$ cat src/hw/rtl/qara_pkg.sv
// Shared types, constants and tables for the quaternion axis rotation accumulator.
// Holds the operation codes, the CORDIC arctangent table and the rotation pairing rules.
// Depends on nothing; every other file of the block refers to it by scoped names.
`timescale 1ns / 1ps

package qara_pkg;

	// Default widths and iteration count of the block.
	localparam int unsigned COMPONENT_BITS_DEF = 16;
	localparam int unsigned ANGLE_BITS_DEF     = 16;
	localparam int unsigned CORDIC_STEPS_DEF   = 14;

	// Depth of the queue between the angle front end and the quaternion back end.
	localparam int unsigned QUEUE_DEPTH = 2;

	// Sine and cosine are Q.30 values that stay inside 32 signed bits.
	localparam int unsigned TRIG_W     = 32;
	// The CORDIC residual angle gets one guard bit above Q.30.
	localparam int unsigned ZW         = 33;
	localparam int unsigned FRAC_SHIFT = 30;

	localparam logic signed [33:0]       PI_Q30   = 34'sd3373259426;
	localparam logic signed [TRIG_W-1:0] GAIN_Q30 = 32'sd652032874;
	localparam logic signed [TRIG_W-1:0] HALF_Q30 = 32'sd536870912;

	// Input mode codes.
	localparam logic MODE_LOAD   = 1'b0;
	localparam logic MODE_ROTATE = 1'b1;

	// Axis codes; the fourth code selects no rotation.
	localparam logic [1:0] AXIS_X    = 2'd0;
	localparam logic [1:0] AXIS_Y    = 2'd1;
	localparam logic [1:0] AXIS_Z    = 2'd2;
	localparam logic [1:0] AXIS_NONE = 2'd3;

	// Quaternion component indexes.
	localparam logic [1:0] CMP_X = 2'd0;
	localparam logic [1:0] CMP_Y = 2'd1;
	localparam logic [1:0] CMP_Z = 2'd2;
	localparam logic [1:0] CMP_W = 2'd3;

	// What the back end does with an item.
	typedef enum logic [1:0] {
		OP_LOAD = 2'd0,
		OP_ROT  = 2'd1,
		OP_KEEP = 2'd2
	} op_t;

	// Control part of an item as it travels from the front end to the back end.
	typedef struct packed {
		op_t        op;
		logic [1:0] axis;
	} ctl_t;

	// Second operand of a component update: the partner component and whether
	// its sine product is subtracted.
	typedef struct packed {
		logic [1:0] idx;
		logic       neg;
	} pair_t;

	// Arctangent of 2^-i in Q.30.
	function automatic logic [TRIG_W-1:0] atan_q30(input int unsigned i);
		logic [TRIG_W-1:0] v;
		unique case (i)
			0:       v = 32'h3243F6A8;
			1:       v = 32'h1DAC6705;
			2:       v = 32'h0FADBAFC;
			3:       v = 32'h07F56EA6;
			4:       v = 32'h03FEAB76;
			5:       v = 32'h01FFD55B;
			6:       v = 32'h00FFFAAA;
			7:       v = 32'h007FFF55;
			8:       v = 32'h003FFFEA;
			9:       v = 32'h001FFFFD;
			10:      v = 32'h000FFFFF;
			11:      v = 32'h0007FFFF;
			12:      v = 32'h0003FFFF;
			13:      v = 32'h0001FFFF;
			14:      v = 32'h0000FFFF;
			15:      v = 32'h00007FFF;
			16:      v = 32'h00003FFF;
			17:      v = 32'h00001FFF;
			18:      v = 32'h00000FFF;
			19:      v = 32'h000007FF;
			20:      v = 32'h000003FF;
			21:      v = 32'h000001FF;
			22:      v = 32'h000000FF;
			23:      v = 32'h0000007F;
			24:      v = 32'h0000003F;
			25:      v = 32'h0000001F;
			26:      v = 32'h0000000F;
			27:      v = 32'h00000008;
			28:      v = 32'h00000004;
			29:      v = 32'h00000002;
			30:      v = 32'h00000001;
			default: v = 32'h00000000;
		endcase
		return v;
	endfunction

	// New component k = c * q[k] +/- s * q[partner], for a rotation about the given axis.
	function automatic pair_t pair(input logic [1:0] axis, input logic [1:0] k);
		pair_t p;
		p = '{idx: CMP_W, neg: 1'b0};
		unique case (axis)
			AXIS_X: begin
				unique case (k)
					CMP_X:   p = '{idx: CMP_W, neg: 1'b0};
					CMP_Y:   p = '{idx: CMP_Z, neg: 1'b1};
					CMP_Z:   p = '{idx: CMP_Y, neg: 1'b0};
					default: p = '{idx: CMP_X, neg: 1'b1};
				endcase
			end
			AXIS_Y: begin
				unique case (k)
					CMP_X:   p = '{idx: CMP_Z, neg: 1'b0};
					CMP_Y:   p = '{idx: CMP_W, neg: 1'b0};
					CMP_Z:   p = '{idx: CMP_X, neg: 1'b1};
					default: p = '{idx: CMP_Y, neg: 1'b1};
				endcase
			end
			default: begin
				unique case (k)
					CMP_X:   p = '{idx: CMP_Y, neg: 1'b1};
					CMP_Y:   p = '{idx: CMP_X, neg: 1'b0};
					CMP_Z:   p = '{idx: CMP_W, neg: 1'b0};
					default: p = '{idx: CMP_Z, neg: 1'b1};
				endcase
			end
		endcase
		return p;
	endfunction

endpackage

$ cat src/hw/rtl/qara_queue.sv
// Short first-in first-out queue between the front end and the back end.
// Register storage with a head read; push is ignored when full, pop when empty.
// Depends on qara_pkg for the default depth.
`timescale 1ns / 1ps

module qara_queue #(
	parameter int unsigned WIDTH = 8,
	parameter int unsigned DEPTH = qara_pkg::QUEUE_DEPTH
) (
	input  logic             clk,
	input  logic             arst_n,
	input  logic             push,
	input  logic [WIDTH-1:0] wdata,
	output logic             full,
	input  logic             pop,
	output logic             valid,
	output logic [WIDTH-1:0] rdata
);
	localparam int unsigned AW = (DEPTH > 1) ? $clog2(DEPTH) : 1;
	localparam int unsigned CW = $clog2(DEPTH + 1);

	logic [WIDTH-1:0] mem_q [DEPTH];
	logic [AW-1:0]    wptr_q;
	logic [AW-1:0]    rptr_q;
	logic [CW-1:0]    count_q;
	logic             do_push;
	logic             do_pop;

	assign full    = (count_q == CW'(DEPTH));
	assign valid   = (count_q != '0);
	assign rdata   = mem_q[rptr_q];
	assign do_push = push && !full;
	assign do_pop  = pop && valid;

	// Storage write.
	always_ff @(posedge clk) begin
		if (do_push) begin
			mem_q[wptr_q] <= wdata;
		end
	end

	// Pointers and fill count.
	always_ff @(posedge clk or negedge arst_n) begin
		if (!arst_n) begin
			wptr_q  <= '0;
			rptr_q  <= '0;
			count_q <= '0;
		end else begin
			if (do_push) begin
				wptr_q <= (wptr_q == AW'(DEPTH - 1)) ? '0 : wptr_q + 1'b1;
			end
			if (do_pop) begin
				rptr_q <= (rptr_q == AW'(DEPTH - 1)) ? '0 : rptr_q + 1'b1;
			end
			if (do_push && !do_pop) begin
				count_q <= count_q + 1'b1;
			end else if (do_pop && !do_push) begin
				count_q <= count_q - 1'b1;
			end
		end
	end

endmodule

$ cat config.mk
export PLATFORM = sky130hd
export DESIGN_NAME = qara_queue
export DESIGN_NICKNAME = d
export VERILOG_FILES = /design/src/hw/rtl/qara_pkg.sv /design/src/hw/rtl/qara_queue.sv
export SDC_FILE = /design/constraint.sdc
export NUM_CORES = 1
export LEC_CHECK = 0
export ABC_AREA = 1
export ABC_CLOCK_PERIOD_IN_PS = 2400
export BUFFER_PORTS_ARGS = -buffer_cell sky130_fd_sc_hd__buf_2
export CAP_MARGIN = 20
export CORE_MARGIN = 2
export CORE_UTILIZATION = 45
export CTS_CLUSTER_SIZE = 25
export DETAILED_ROUTE_END_ITERATION = 10
export PLACE_DENSITY = 0.72
export SYNTH_ARGS = -nofsm -noshare
export SYNTH_HDL_FRONTEND = slang
export SYNTH_SLANG_ARGS = --single-unit
$ cat constraint.sdc
create_clock -name clk -period 2.4 [get_ports clk]
set_input_delay 0 -clock clk [delete_from_list [all_inputs] [get_ports clk]]
set_output_delay 0 -clock clk [all_outputs]
set_load 0.02 [all_outputs]
## After elaboration in Yosys (flattened, before gate mapping)

Memories as Yosys holds them, arrays and structs flattened.
Index checks and enable logic that the tools add are counted.

| cells by class | value |
|---|---|
| add/subtract/negate cells | 4 |
| multipliers | 0 |
| divide/modulo/power cells | 0 |
| magnitude comparators | 0 |
| eq/ne operators | 1 |
| shifts and indexed selects | 0 |
| multiplexer cells | 6 |
| bitwise operators | 0 |
| reductions and logical operators | 9 |

Operator list:

| cell | number |
|---|---|
| $logic_and A1 B1 Y1 | 4 |
| $mux W1 | 4 |
| $mux W2 | 2 |
| $reduce_bool A2 Y1 | 2 |
| $logic_not A1 Y1 | 3 |
| $add A1 B1 Y1 const B | 2 |
| $add A2 B1 Y2 const B | 1 |
| $eq A2 B2 Y1 const B | 1 |
| $sub A2 B1 Y2 const B | 1 |

| word-level totals | value |
|---|---|
| flip-flop bits (word level) | 4 |
| bits in latches | 0 |
| bits in writable memories | 16 |
| ROM bits | 0 |
| input port bits | 12 |
| output and inout bits | 10 |
| logic and storage cells | 24 |
| memories kept | 1 |

Memories:

| memory | words | bits a word | read ports | clocked after Yosys merged registers in | wr ports | RTL line | RTL |
|---|---|---|---|---|---|---|---|
| mem_q | 2 | 8 | 1 | 0 | 1 | qara_queue.sv:22 | `logic [WIDTH-1:0] mem_q [DEPTH];` |

## Depth between registers and ports, before layout

| depth | value |
|---|---|
| word-level depth | 7 |
| gate-level depth with buffers | 9 |
| mapped depth without buffers | 9 |

## Worst setup path after synthesis

No wires, ideal clock.

| path | value |
|---|---|
| path type | flip-flop to flip-flop |
| start point | reg count_q[0] |
| end point | reg count_q[1] |
| library setup time | 0.117 ns |
| arrival time | 1.295 ns |
| required time | 2.283 ns |
| slack | 0.988 ns |
| cell stages (with the launch flop) | 8 |
| path buffers | 0 |
| period minus slack after synthesis | 1.412 ns |
| path through | dfrtp_1 nor2_2 nor2_4 ha_1 inv_1 nand3_1 nand2_1 nand2_1 |

| on the way | value |
|---|---|
| cells in the longest elaborated chain, start to end | 6 |
| elaborated cells on any way between the ends | 14 |
| classes of those cells | add/sub (2); eq/ne (1); mux (2); reduce/logical (9) |

Ends and longest elaborated chain:

| element | RTL line | RTL |
|---|---|---|
| start, declared | qara_queue.sv:25 | `logic [CW-1:0] count_q;` |
| start signal, assigned | qara_queue.sv:56 | `count_q <= count_q + 1'b1;` |
| start signal, assigned | qara_queue.sv:58 | `count_q <= count_q - 1'b1;` |
| $eq A2 B2 Y1 (*) | qara_queue.sv:29 | `assign full = (count_q == CW'(DEPTH));` |
| via full | qara_queue.sv:14 | `output logic full,` |
| $logic_not A1 Y1 (*) | qara_queue.sv:32 | `assign do_push = push && !full;` |
| $logic_and A1 B1 Y1 (*) | qara_queue.sv:32 |  |
| $logic_not A1 Y1 | qara_queue.sv:57 | `end else if (do_pop && !do_push) begin` |
| $logic_and A1 B1 Y1 | qara_queue.sv:57 |  |
| $reduce_bool A2 Y1 (no line) | n/a |  |

The timed path passes the listed nets; every way through them passes the cells marked *. The select of a mux whose other input is x is not followed.
A chain may end at the register's enable or synchronous reset.

## Worst setup path in the final report

| path | value |
|---|---|
| start point | reg count_q[1] |
| end point | mem mem_q[1][3], enable pin |

| on the way | value |
|---|---|
| cells in the longest elaborated chain, start to end | 5 |

Ends and longest elaborated chain:

| element | RTL line | RTL |
|---|---|---|
| $eq A2 B2 Y1 | qara_queue.sv:29 |  |
| $logic_not A1 Y1 | qara_queue.sv:32 |  |
| $logic_and A1 B1 Y1 | qara_queue.sv:32 |  |
| $mux W1 | qara_queue.sv:37 | `if (do_push) begin` |
| $mux W1 (implied by the code) | qara_queue.sv:38 | `mem_q[wptr_q] <= wdata;` |
| end, declared | qara_queue.sv:22 |  |

Every way passes these cells.

==> results.yml <==
detailed_routing:
  ant_nets: 0
  drcViolationCount: 0
  wl_per_cell_um: 10.8
  drt_wl_total_mm: 1.42
  vias: 579
  viasPerCell: 4.39
  dr.pass1.iters: 4
  drtIter0Drc: 8
timing:
  max_freq_ghz: 0.651
  layout_min_cycle_time_ns: 1.54
  finalSetupViolCount: 0
  final.setup.tns_ns: 0
  period_share_pct: 64.0
  hold_viol: 0
  finalMaxSlewViolations: 0
  rsz0062_at_grt: "no"
  maxSlewHeadroom_pct: 55.6
  clock_skew_ns: 0.00514
  worstMarginPinSlew_ns: 0.664
global_route:
  grt_pass1_wl_mm: 2.19
  grt.overflow.total: 0
  antenna_found_initial: 0
  grt_max_degree: 13
  track_usage_pct: 15.1
  grt_pass1_vias: 519
synth:
  postSynth.asyncResetShare_pct: 20.0
  yosys.cell_types.count: 15
  netlist_top_cells_area: "edfxtp_1 58%, nand2_1 14%, dfrtp_1 12%, inv_1 2.7%, buf_12 2.4%"
  ys_seq_area_share_pct: 69.7
  yosys.area.top_type_share_pct: 57.7
  yosys-top-cells-count: "32 x nand2_1, 16 x edfxtp_1, 6 x inv_1"
  synth_cells: 73
  syn_area_per_cell_um2: 11.4
  yosysWarningCount: 0
  synth_edf_count: 16
  yosys_most_used_dff: "edfxtp_1"
  syn-num-nets: 86
  synth.most_common_cell: "nand2_1"
  ys_ff_latch: 20
  syn_area_um2: 833
  yosys.area.top_type: "edfxtp_1"
status:
  status: "finished clean"
critical_path:
  cp-end-kind: "flip-flop"
  cp_data_arrival_time_ns: 1.48
  crit_type: "flip-flop to flip-flop"
  endpoint: "mem_q[1][3]"
  cp_max_fo: 8
  startpoint: "count_q[1]"
  reg2regPathDepth: 3
  r2r_end: "mem_q[1][3]"
  worstPathRequired_ns: 2.34
  r2r-start: "count_q[1]"
  rrSetupSlack_ns: 0.86
  critPathLaunchType: "flip-flop"
clock_tree:
  holdBufCountCts: 10
  clk_path_buf_depth: 2
  cts_num_sinks: 20
  post-cts-setup-buffers: 0
  post_cts_resized: 0
  worstSkewPairLatency_ns: 0.30
  cts_root_buf: "clkbuf_4"
  cts_tree: "built"
  cts_buffers: 3
  clkTransAtPathRegs_ns: 0.11
  htreeDepth: 1
floorplanning:
  start_util_pct: 48.3
  rows: 15
  die-area_um2: 2210
  core_um2: 1730
  die_h_um: 47.0
  die_w_um: 47.0
  io_pins: 22
placement:
  hpwl_mm: 1.03
  gp_congestion: 0.740
  placed_cells: 118
  port_buffers: 21
power_and_ir_drop:
  powerDensity_nw_per_um2: 1190
  power.total_mw: 1.32
  p_leak_nw: 0.516
  ir_drop_v: 0.000712
finish:
  stdcell_count: 132
  drive_gt1_share_pct: 29.9
  nets: 121
  antenna_cells: 0
  areaGrowthSynthToFinish_pct: 32.3
flow_run:
  maxCapViolCount: 0
worst_hold_path:
  hp-class: "input port to async pin"
-- worst min path at each step --
stage           start         end  slack [ns]
2_1_floorplan  arst_n  count_q[0]       -0.30
3_3_place_gp   arst_n  count_q[1]       -0.19
3_5_place_dp   arst_n      rptr_q       -0.18
4_1_cts        arst_n      wptr_q        0.02
5_1_grt        arst_n      wptr_q        0.03
6_report       arst_n      wptr_q        0.02
-- through the flow --
stage	utilization [%]	area, µm²	hold slack [ns]	worst slack (ns)
2_1_floorplan	-	833	-0.296	0.988
3_3_place_gp	55.0	950	-0.188	0.932
3_5_place_dp	55.0	950	-0.185	0.853
4_1_cts	63.8	1100	0.0162	0.841
5_1_grt	63.8	1100	0.0306	0.724
6_report	63.8	1100	0.0217	0.863
-- final cells by class --
| class | instances | area, µm² |
|---|---|---|
| Clock buffer | 3 | 22.5 |
| Tap cell | 25 | 31.3 |
| Timing Repair Buffer | 31 | 205 |
| Clock inverter | 1 | 30.0 |
| Inverter | 8 | 30.0 |
| Fill cell | 167 | 624 |
| Sequential cell | 20 | 581 |
| Multi-Input combinational cell | 44 | 203 |
-- power breakdown --
group / internal [mW] / switching [mW]
Combinational: 0.168 / 0.334
Clock: 0.169 / 0.102
Sequential: 0.482 / 0.0611
Total: 0.819 / 0.497
-- metal layers --
metal | share of wire, % | vias up | track usage (%)
met3 | 3.2 | 2 | 4.62
met2 | 53 | 12 | 24.7
met4 | 0.77 | 0 | 8.33
met1 | 43 | 262 | 17.8
met5 | 0 | - | 0
li1 | - | 303 | -
-- kinds of logic after synthesis --
kind of cell               synth area share, %
xor gates and xnor gates                  1.05
adders and majority gates                 1.50
AOI/OAI and AO/OA                        0.600
buffers and inverters                     6.01
and+or+nand+nor                           21.2
DFF                                       69.7
-- worst max-delay path, cell delays in order (launching register included) --
cell and delay [ns]:
dfrtp_1 0.39, inv_1 0.13, o21ai_0 0.13, nor2_1 0.54
-- flip-flops by register name, summed over array words and instances (netlist names) --
register  cells
count_q       2
mem_q        16
rptr_q        1
wptr_q        1
-- layout by cell type, fill, tap and decap left out, drive strengths merged --
| cell | instances |
|---|---|
| o21ai | 1 |
| dfrtp | 4 |
| inv | 8 |
| nand3 | 2 |
| buf | 21 |
| edfxtp | 16 |
| nand2 | 35 |
| ha | 1 |
| nand4 | 1 |
| nor2 | 3 |
| bufinv | 1 |
| xnor2 | 1 |
| clkbuf | 3 |
| dlygate4sd3 | 10 |
Note: power is estimated with default switching activity, not from simulation.
